===== src/rtl/rgb_ycbcr_color_converter_macros.svh =====
// Assertion macros for the RGB/YCbCr color converter.
`ifndef RGB_YCBCR_COLOR_CONVERTER_MACROS_SVH
`define RGB_YCBCR_COLOR_CONVERTER_MACROS_SVH
`ifndef SYNTHESIS
// Antecedent true implies consequent in the same cycle.
`define RYC_ASSERT_SAME(label, clk, rst, ante, cons) \
   label: assert property (@(posedge clk) disable iff (rst) (ante) |-> (cons)) \
      else $error("ryc assertion failed");
// Antecedent true implies consequent in the next cycle.
`define RYC_ASSERT_NEXT(label, clk, rst, ante, cons) \
   label: assert property (@(posedge clk) disable iff (rst) (ante) |=> (cons)) \
      else $error("ryc assertion failed");
`else
`define RYC_ASSERT_SAME(label, clk, rst, ante, cons)
`define RYC_ASSERT_NEXT(label, clk, rst, ante, cons)
`endif
`endif


===== src/rtl/ryc_pkg.sv =====
// Constants, types and coefficient tables for the RGB/YCbCr color converter.
package ryc_pkg;

   localparam int COEF_FRAC_BITS = 16;
   localparam int COMP_W         = 8;
   localparam int X_W            = COMP_W + 1;
   localparam int COEF_W         = COEF_FRAC_BITS + 2;
   localparam int PROD_W         = COEF_W + X_W;
   localparam int ACC_W          = PROD_W + 2;
   localparam int RND_W          = ACC_W - COEF_FRAC_BITS;
   localparam int OFS_W          = RND_W + 1;

   localparam logic DIR_FWD = 1'b0;
   localparam logic DIR_INV = 1'b1;

   typedef logic [COMP_W-1:0]        comp_type;
   typedef logic signed [X_W-1:0]    x_type;
   typedef logic signed [COEF_W-1:0] coef_type;
   typedef logic signed [PROD_W-1:0] prod_type;
   typedef logic signed [ACC_W-1:0]  acc_type;
   typedef logic signed [RND_W-1:0]  rnd_type;
   typedef logic signed [OFS_W-1:0]  ofs_type;

   localparam acc_type  ROUND_HALF = acc_type'(longint'(1) << (COEF_FRAC_BITS - 1));
   localparam x_type    CHROMA_BIAS = x_type'(128);
   localparam ofs_type  CHROMA_OFS  = ofs_type'(128);
   localparam ofs_type  COMP_MAX    = ofs_type'((1 << COMP_W) - 1);

   // Coefficient in units of 1/10000 to fixed point, half away from zero.
   function automatic coef_type fx_coef(input int tenk);
      longint mag;
      longint v;
      mag = (tenk < 0) ? -longint'(tenk) : longint'(tenk);
      v   = ((mag << COEF_FRAC_BITS) + 64'sd5000) / 64'sd10000;
      return coef_type'((tenk < 0) ? -v : v);
   endfunction

   localparam coef_type FWD_COEF [3][3] = '{
      '{fx_coef(2990),  fx_coef(5870),  fx_coef(1140)},
      '{fx_coef(-1687), fx_coef(-3313), fx_coef(5000)},
      '{fx_coef(5000),  fx_coef(-4187), fx_coef(-813)}
   };

   localparam coef_type INV_COEF [3][3] = '{
      '{fx_coef(10000), fx_coef(0),     fx_coef(14020)},
      '{fx_coef(10000), fx_coef(-3441), fx_coef(-7141)},
      '{fx_coef(10000), fx_coef(17720), fx_coef(0)}
   };

endpackage


===== src/rtl/ryc_channels.sv =====
// Request and response channel interfaces of the color converter.
interface ryc_req_if;
   logic              valid;
   logic              ready;
   ryc_pkg::comp_type comp_a;
   ryc_pkg::comp_type comp_b;
   ryc_pkg::comp_type comp_c;
   modport source (output valid, output comp_a, output comp_b, output comp_c, input ready);
   modport sink (input valid, input comp_a, input comp_b, input comp_c, output ready);
endinterface

interface ryc_rsp_if;
   logic              valid;
   logic              ready;
   ryc_pkg::comp_type out_a;
   ryc_pkg::comp_type out_b;
   ryc_pkg::comp_type out_c;
   modport source (output valid, output out_a, output out_b, output out_c, input ready);
   modport sink (input valid, input out_a, input out_b, input out_c, output ready);
endinterface


===== src/rtl/rgb_ycbcr_color_converter.sv =====
// Full-range BT.601 RGB <-> YCbCr converter, four-stage pipeline.
// One pixel per request, one result per request, in order. The block takes a
// new request every clock cycle unless the response side stalls; each request
// passes the input register, nine coefficient products, row sums, then rounding
// with chroma offset and clamping into the output register, in order. A stall
// on the response side backs up stage by stage; empty stages keep filling, so
// up to four requests sit inside while the output waits. csr_wr_data picks the
// direction (0 RGB to YCbCr, 1 YCbCr to RGB); write it only while the pipeline
// is empty. Each request carries the direction it entered with.
`include "rgb_ycbcr_color_converter_macros.svh"

module rgb_ycbcr_color_converter (
   input  logic  clock,
   input  logic  reset,
   input  logic  csr_wr_en,
   input  logic  csr_wr_data,
   ryc_req_if.sink   req,
   ryc_rsp_if.source rsp
);

   logic direction_ff;

   logic v1_ff, v2_ff, v3_ff, v4_ff;
   logic v1_in, v2_in, v3_in, v4_in;
   logic en1, en2, en3, en4;

   logic dir1_ff, dir2_ff, dir3_ff;
   ryc_pkg::x_type    x_ff   [3];
   ryc_pkg::x_type    x_in   [3];
   ryc_pkg::prod_type prod_ff [3][3];
   ryc_pkg::prod_type prod_in [3][3];
   ryc_pkg::acc_type  acc_ff [3];
   ryc_pkg::acc_type  acc_in [3];
   ryc_pkg::comp_type res_ff [3];
   ryc_pkg::comp_type res_in [3];

   // stall chain: a stage moves when it is empty or the next one moves
   assign en4 = !v4_ff || rsp.ready;
   assign en3 = !v3_ff || en4;
   assign en2 = !v2_ff || en3;
   assign en1 = !v1_ff || en2;

   assign req.ready = en1;
   assign v1_in = en1 ? req.valid : v1_ff;
   assign v2_in = en2 ? v1_ff : v2_ff;
   assign v3_in = en3 ? v2_ff : v3_ff;
   assign v4_in = en4 ? v3_ff : v4_ff;

   always_ff @(posedge clock) begin
      if (reset) begin
         direction_ff <= ryc_pkg::DIR_FWD;
         v1_ff <= 1'b0;
         v2_ff <= 1'b0;
         v3_ff <= 1'b0;
         v4_ff <= 1'b0;
      end else begin
         if (csr_wr_en) begin
            direction_ff <= csr_wr_data;
         end
         v1_ff <= v1_in;
         v2_ff <= v2_in;
         v3_ff <= v3_in;
         v4_ff <= v4_in;
      end
   end

   // stage 1: operands, chroma bias removed on the inverse path
   always_comb begin
      x_in[0] = ryc_pkg::x_type'({1'b0, req.comp_a});
      x_in[1] = ryc_pkg::x_type'({1'b0, req.comp_b});
      x_in[2] = ryc_pkg::x_type'({1'b0, req.comp_c});
      if (direction_ff == ryc_pkg::DIR_INV) begin
         x_in[1] = x_in[1] - ryc_pkg::CHROMA_BIAS;
         x_in[2] = x_in[2] - ryc_pkg::CHROMA_BIAS;
      end
   end

   // stage 2: nine products
   always_comb begin
      for (int r = 0; r < 3; r++) begin
         for (int k = 0; k < 3; k++) begin
            prod_in[r][k] = ryc_pkg::prod_type'(
                               (dir1_ff == ryc_pkg::DIR_INV) ? ryc_pkg::INV_COEF[r][k]
                                                             : ryc_pkg::FWD_COEF[r][k])
                          * ryc_pkg::prod_type'(x_ff[k]);
         end
      end
   end

   // stage 3: row sums
   always_comb begin
      for (int r = 0; r < 3; r++) begin
         acc_in[r] = ryc_pkg::acc_type'(prod_ff[r][0]) + ryc_pkg::acc_type'(prod_ff[r][1])
                   + ryc_pkg::acc_type'(prod_ff[r][2]);
      end
   end

   // stage 4: round half away from zero, chroma offset, clamp
   always_comb begin
      ryc_pkg::acc_type t;
      ryc_pkg::ofs_type v;
      for (int r = 0; r < 3; r++) begin
         // floor((a + half - neg) / 2^F) matches rounding away from zero
         t = acc_ff[r] + ryc_pkg::ROUND_HALF - ryc_pkg::acc_type'(acc_ff[r][ryc_pkg::ACC_W-1]);
         v = ryc_pkg::ofs_type'(ryc_pkg::rnd_type'(t[ryc_pkg::ACC_W-1:ryc_pkg::COEF_FRAC_BITS]));
         if (dir3_ff == ryc_pkg::DIR_FWD && r != 0) begin
            v = v + ryc_pkg::CHROMA_OFS;
         end
         if (v[ryc_pkg::OFS_W-1]) begin
            res_in[r] = '0;
         end else if (v > ryc_pkg::COMP_MAX) begin
            res_in[r] = '1;
         end else begin
            res_in[r] = v[ryc_pkg::COMP_W-1:0];
         end
      end
   end

   always_ff @(posedge clock) begin
      if (en1) begin
         dir1_ff <= direction_ff;
         x_ff    <= x_in;
      end
      if (en2) begin
         dir2_ff <= dir1_ff;
         prod_ff <= prod_in;
      end
      if (en3) begin
         dir3_ff <= dir2_ff;
         acc_ff  <= acc_in;
      end
      if (en4) begin
         res_ff  <= res_in;
      end
   end

   assign rsp.valid = v4_ff;
   assign rsp.out_a = res_ff[0];
   assign rsp.out_b = res_ff[1];
   assign rsp.out_c = res_ff[2];

   // dir2_ff only travels toward stage 3
   `RYC_ASSERT_NEXT(a_accept_fills_s1, clock, reset, req.valid && req.ready, v1_ff)
   `RYC_ASSERT_SAME(a_empty_out_accepts, clock, reset, !rsp.valid, req.ready)
   `RYC_ASSERT_NEXT(a_s3_reaches_out, clock, reset, v3_ff && en4, rsp.valid)
   `RYC_ASSERT_NEXT(a_s3_holds, clock, reset, v3_ff && !en3,
                    v3_ff && $stable(acc_ff[0]) && $stable(acc_ff[1]) && $stable(acc_ff[2]))

endmodule


===== src/flat_wrapper.sv =====
// flat-port wrapper written by rule: the top's interface ports become plain ports
module rgb_ycbcr_color_converter_flat 
  (clock, reset, csr_wr_en, csr_wr_data, req_valid, req_comp_a, req_comp_b, req_comp_c, req_ready, rsp_valid, rsp_out_a, rsp_out_b, rsp_out_c, rsp_ready);
  ryc_req_if req_i ();
  ryc_rsp_if rsp_i ();
  input  logic clock;
  input  logic reset;
  input  logic csr_wr_en;
  input  logic csr_wr_data;
  input wire logic [$bits(req_i.valid)-1:0] req_valid;
  input wire logic [$bits(req_i.comp_a)-1:0] req_comp_a;
  input wire logic [$bits(req_i.comp_b)-1:0] req_comp_b;
  input wire logic [$bits(req_i.comp_c)-1:0] req_comp_c;
  output wire logic [$bits(req_i.ready)-1:0] req_ready;
  output wire logic [$bits(rsp_i.valid)-1:0] rsp_valid;
  output wire logic [$bits(rsp_i.out_a)-1:0] rsp_out_a;
  output wire logic [$bits(rsp_i.out_b)-1:0] rsp_out_b;
  output wire logic [$bits(rsp_i.out_c)-1:0] rsp_out_c;
  input wire logic [$bits(rsp_i.ready)-1:0] rsp_ready;
  assign req_i.valid = req_valid;
  assign req_i.comp_a = req_comp_a;
  assign req_i.comp_b = req_comp_b;
  assign req_i.comp_c = req_comp_c;
  assign req_ready = req_i.ready;
  assign rsp_valid = rsp_i.valid;
  assign rsp_out_a = rsp_i.out_a;
  assign rsp_out_b = rsp_i.out_b;
  assign rsp_out_c = rsp_i.out_c;
  assign rsp_i.ready = rsp_ready;
  rgb_ycbcr_color_converter u_core (.clock(clock), .reset(reset), .csr_wr_en(csr_wr_en), .csr_wr_data(csr_wr_data), .req(req_i), .rsp(rsp_i));
endmodule

===== config.mk =====
export PLATFORM = sky130hd
export DESIGN_NAME = rgb_ycbcr_color_converter_flat
export DESIGN_NICKNAME = d
export VERILOG_FILES = /design/src/rtl/ryc_pkg.sv /design/src/rtl/ryc_channels.sv /design/src/rtl/rgb_ycbcr_color_converter.sv /design/src/flat_wrapper.sv
export VERILOG_INCLUDE_DIRS = /design/src /design/src/rtl
export SDC_FILE = /design/constraint.sdc
export NUM_CORES = 2
export LEC_CHECK = 0
export BUFFER_PORTS_ARGS = -buffer_cell sky130_fd_sc_hd__buf_2
export CAP_MARGIN = 0
export CORE_ASPECT_RATIO = 0.9
export CORE_MARGIN = 1.5
export CORE_UTILIZATION = 43
export CTS_BUF_LIST = sky130_fd_sc_hd__clkbuf_16
export DETAILED_ROUTE_END_ITERATION = 12
export GPL_TIMING_DRIVEN = 0
export MAX_ROUTING_LAYER = met4
export PLACE_DENSITY = 0.62
export SYNTH_ARGS = -nofsm -noshare
export SYNTH_HDL_FRONTEND = slang
export SYNTH_SLANG_ARGS = --single-unit

===== constraint.sdc =====
create_clock -name clock -period 7.5 [get_ports clock]
set_clock_uncertainty 0.2 [all_clocks]
set_input_delay 0.375 -clock clock [delete_from_list [all_inputs] [get_ports clock]]
set_output_delay 0.375 -clock clock [all_outputs]
set_load 0.005 [all_outputs]

# == Word-level counts from Yosys, hierarchy flattened ==
# Cells that the tools add are included.
# classes
add_sub_neg,16
mul,9
order_cmp,3
muxes,15
reduce_logical,8
# op_table
op,n
$mul A27 B9 Y27,6
$mux W27,4
$add A28 B27 Y29,3
$add A29 B17 Y29 const B,3
$sub A29 B1 Y29,3
$add A27 B27 Y28,3
$mux W17,4
$add A13 B9 Y14 const B,2
$gt A14 B9 Y1 const B,2
$mux W14,2
$mul A18 B9 Y27,1
$mul A17 B9 Y26,1
$mul A16 B9 Y25,1
$mux W8,3
$sub A8 B8 Y9 const B,2
$mux W16,1
$gt A13 B9 Y1 const B,1
$mux W12,1
$logic_not A1 Y1,4
$logic_or A1 B1 Y1,4
# word_totals
reg_bits,388
input_bits,30
output_inout_bits,26
wordCells,79

# == Logic depth before layout (Yosys ltp) ==
# depth
depth_word,6
mapped_depth,25
depth_no_buf,24

# == Worst setup path after synthesis ==
# Ideal clock, no wire load.
# synth_timing
kind,reg2reg
start,register u_core.dir1_ff
end,register u_core.prod_ff[188] (netlist bit) (data pin)
setup_ns,0.258
arrival_time_ns,5.821
required_ns,7.042
slack_ns,1.221
stages_incl_launch_ff,23
path_buffers,2
synth_period_minus_slack_ns,6.279
path_cell_list,edfxtp_1 > clkbuf_1 > clkbuf_1 > nand2_1 > inv_1 > fa_1 > fa_1 > inv_1 > fa_1 > inv_1 > fa_1 > ha_1 > ha_1 > a21oi_1 > o21a_1 > o211ai_1 > a311oi_1 > o21bai_1 > a21oi_1 > nor2b_1 > o21a_1 > o41a_1 > xnor2_1
# synth_rtl
item,line,source
start: declaration,rgb_ycbcr_color_converter.sv:27,"logic dir1_ff, dir2_ff, dir3_ff;"
start signal: assignment,rgb_ycbcr_color_converter.sv:121,dir1_ff <= direction_ff;
end signal: assignment,rgb_ycbcr_color_converter.sv:126,prod_ff <= prod_in;
end: declaration,rgb_ycbcr_color_converter.sv:30,ryc_pkg::prod_type prod_ff [3][3];

==> summary.txt <==
Routing
  – Via Count: ~27,000
  – Via density: 5.169
  – DRT Pass-1 Iters: 5
  – Post-DRT Antenna Nets: 0
  – Drt first-iter violations: between 1,500 and 2,000
  – DRC viols: 0
  – Post-Route WL: ~100 mm
  – Routed len/inst: approximately 18 um

Die
  – Cell row count: about 110
  – Placeable Area: about 0.097 sq mm
  – I/O Pins: 56
  – Die Y: ~300 um
  – Initial Util: 0.4361
  – DIE AREA: 0.1003 sq mm
  – Die X: between 300 and 400 um

Place
  – Post-place instance area: ~0.044 sq mm
  – RePlAce Congestion: ~0.93
  – Port bufs: 55
  – Dpl hpwl: roughly 80 mm

Worst setup path
  – Worst Setup End Kind: flip-flop
  – CP Max Fanout: 10
  – Crit path required time: roughly 7.7 ns
  – Crit path kind: reg -> reg
  – Startpoint Class: flip-flop
  – Crit path DAT: 7.40 ns

Synthesis
  – Largest area contributor in the netlist: edfxtp_1
  – Most used DFF post-synth: edfxtp_1
  – Post-synth ARST share: 0
  – Top cells by area, synth: edfxtp_1, ha_1, fa_1, inv_1, xnor2_1
  – Synth top area share: 0.2463
  – Synth Register Bits: about 350
  – Mean area per synthesized cell: 11.08 sq um
  – Yosys cell types: between 80 and 90
  – Mapped cell area: 0.04231 sq mm
  – Post-synth EDFFs: between 300 and 400
  – Mapped Cells: 3,819
  – Sequential share of the synthesized area: 0.2486
  – Syn. warnings: 0

Global routing
  – Routing usage on met1: 0.2970
  – Met3 GRT Util: 0.03490
  – Total Routing Usage GR: 0.2069
  – Vias in the first global route: roughly 28,000
  – Gr busiest metal: met2
  – First-pass GRT wire length: 155.0 mm
  – Largest net degree at the start of global routing: about 120
  – Grt ovf: 0
  – Initial antenna violation count: 5
  – Met2 Usage GRT: 0.3067

Clock tree
  – CTS sink cnt: 352
  – CTS Root Cell: clkbuf_16
  – CTS tree: done
  – CTS Buffer Depth: 3
  – Clock latency on the worst-skew pair: around 0.62 ns
  – H-tree Lvls: 2
  – CTS Buf Count: 45
  – Clk slew on worst S/H paths: roughly 0.06 ns

Finish
  – Cell area after layout: 0.04656 sq mm
  – Layout cells sized above 1: 0.05539
  – Multi-input gate area: slightly below 0.03 sq mm
  – Final net count: approximately 5,300
  – Leading cell types in the layout, fill and taps excluded: ha_1, inv_1, fa_1, edfxtp_1, xnor2_1
  – Layout area overhead: 10.03%
  – Reg area: roughly 0.011 sq mm
  – Filler instances: just under 9,000
  – Commonest non-fill, non-tap cell in the layout: ha_1

Run
  – MaxCap Viol Count: 0

Timing
  – Slew Limit Fails: 0
  – Fmax: about 140 MHz
  – Min cycle time layout: roughly 7.2 ns
  – Setup violations, final: 0
  – Hold Vio Cnt, Final: 0
  – Setup TNS: 0 ns
  – RSZ-0062 raised after global routing: false
  – Slew HR: 0.1147
  – Worst Tran Pin Value: between 1 and 1.5 ns
  – Post-route clock period utilization: 0.9664

Outcome
  – Status: finished clean

Worst hold path
  – Worst hold path type: reg -> reg
-- path summary, 6_finish.rpt --
| check | from | end | slack (ns) | cells past startpoint |
|---|---|---|---|---|
| max | u_core.dir1_ff | u_core.prod_ff[133] | 0.25 | 23 |
| min | u_core.dir2_ff | u_core.dir3_ff | 0.22 | 0 |
| max reg2reg | u_core.dir1_ff | u_core.prod_ff[133] | 0.25 | 23 |
| min reg2reg | u_core.dir2_ff | u_core.dir3_ff | 0.22 | 0 |
-- routing by layer --
| metal | part of all wire | vias up |
|---|---|---|
| met1 | 0.48 | 13429 |
| met2 | 0.43 | 559 |
| li1 | - | 13359 |
| met4 | 0.020 | 0 |
| met5 | 0 | - |
| met3 | 0.066 | 101 |
-- worst max-delay path: stages (launching register included) --
cell       delay (ns)
edfxtp_1         0.32
buf_4            0.19
clkbuf_2         0.31
nand2b_1         0.46
inv_1            0.39
nor2_1           0.28
inv_1            0.11
ha_1             0.32
ha_1             0.32
fa_1             0.45
fa_1             0.51
fa_1             0.41
ha_1             0.33
a21o_1           0.17
a21oi_1          0.21
o21bai_1         0.10
a21oi_1          0.23
nor2b_1          0.08
o21a_1           0.19
o31a_1           0.28
o41ai_2          0.39
o2111ai_1        0.19
a21oi_1          0.25
xnor2_2          0.26
-- through the flow --
step	instances	util	hold WS, ns	worst slack [ns]
after floorplan	3849	-	0.2003	1.221
after global placement	5169	0.4564	0.2044	-1.415
after detailed placement	5173	0.4577	0.2118	-1.371
after CTS	5291	0.4779	0.2196	0.02548
after global routing	5309	0.4798	0.2374	0.004991
final	5310	0.4798	0.2240	0.2520
-- synth_stat cells, types with 27 or more instances --
cell type / count
ha_1: 824
nor3_1: 37
edfxtp_1: 347
clkbuf_1: 27
o21ai_1: 28
nor2b_1: 37
o21a_1: 31
o21bai_1: 44
nand2b_1: 57
fa_1: 481
a21oi_1: 183
xnor2_1: 192
nand3_1: 37
xor2_1: 72
o21ai_0: 65
a21o_1: 69
nand2_1: 133
nor2_1: 156
inv_1: 716
-- area by class of cell --
class                   instances  share of cell area
plain buffers                  27            0.002446
clock inverters                36            0.009514
multi-input cells            2753              0.6267
well taps                    1265             0.03400
inverters                     716             0.05845
repair buffers                115             0.01871
flip-flops and latches        352              0.2260
clock buffers                  45             0.02419
diodes                          1          0.00005375
-- cell families (layout without fill, tap and decap cells) --
kind of cell,Yosys count,in the layout,synth area share
muxes,3,3,0.0007097
DFF,352,352,0.2486
adders and majority gates,1305,1305,0.4712
xor gates and xnor gates,266,266,0.05541
buffers and inverters,744,939,0.06609
and+or+nand+nor,562,562,0.06497
AOI/OAI and AO/OA,585,585,0.09279
other,2,33,0.0001775
-- flip-flops by register name, indices dropped and copies added (netlist names) --
| register | count |
|---|---|
| u_core.prod_ff | 208 |
| u_core.acc_ff | 86 |
| u_core.x_ff | 26 |
| u_core.rsp.out_a | 8 |
| u_core.rsp.out_b | 8 |
| u_core.rsp.out_c | 8 |
| u_core.dir1_ff | 1 |
| u_core.dir2_ff | 1 |
| u_core.dir3_ff | 1 |
| u_core.direction_ff | 1 |
| u_core.rsp.valid | 1 |
| u_core.v1_ff | 1 |
| u_core.v2_ff | 1 |
| u_core.v3_ff | 1 |
-- what timing repair did --
action | in CTS | in global routing
hold buffers | 29 | 0
resized for setup | 12 | 14
pin swaps | 0 | 0
buffers inserted | 9 | 18
endpoints found under the setup margin | 58 | 15
cloned | 0 | 0
endpoints found under the hold margin | 31 | 0
Power is left out: the tool's default activity adds up to more than one toggle a clock period on the data nets, which glitch-free logic cannot reach.
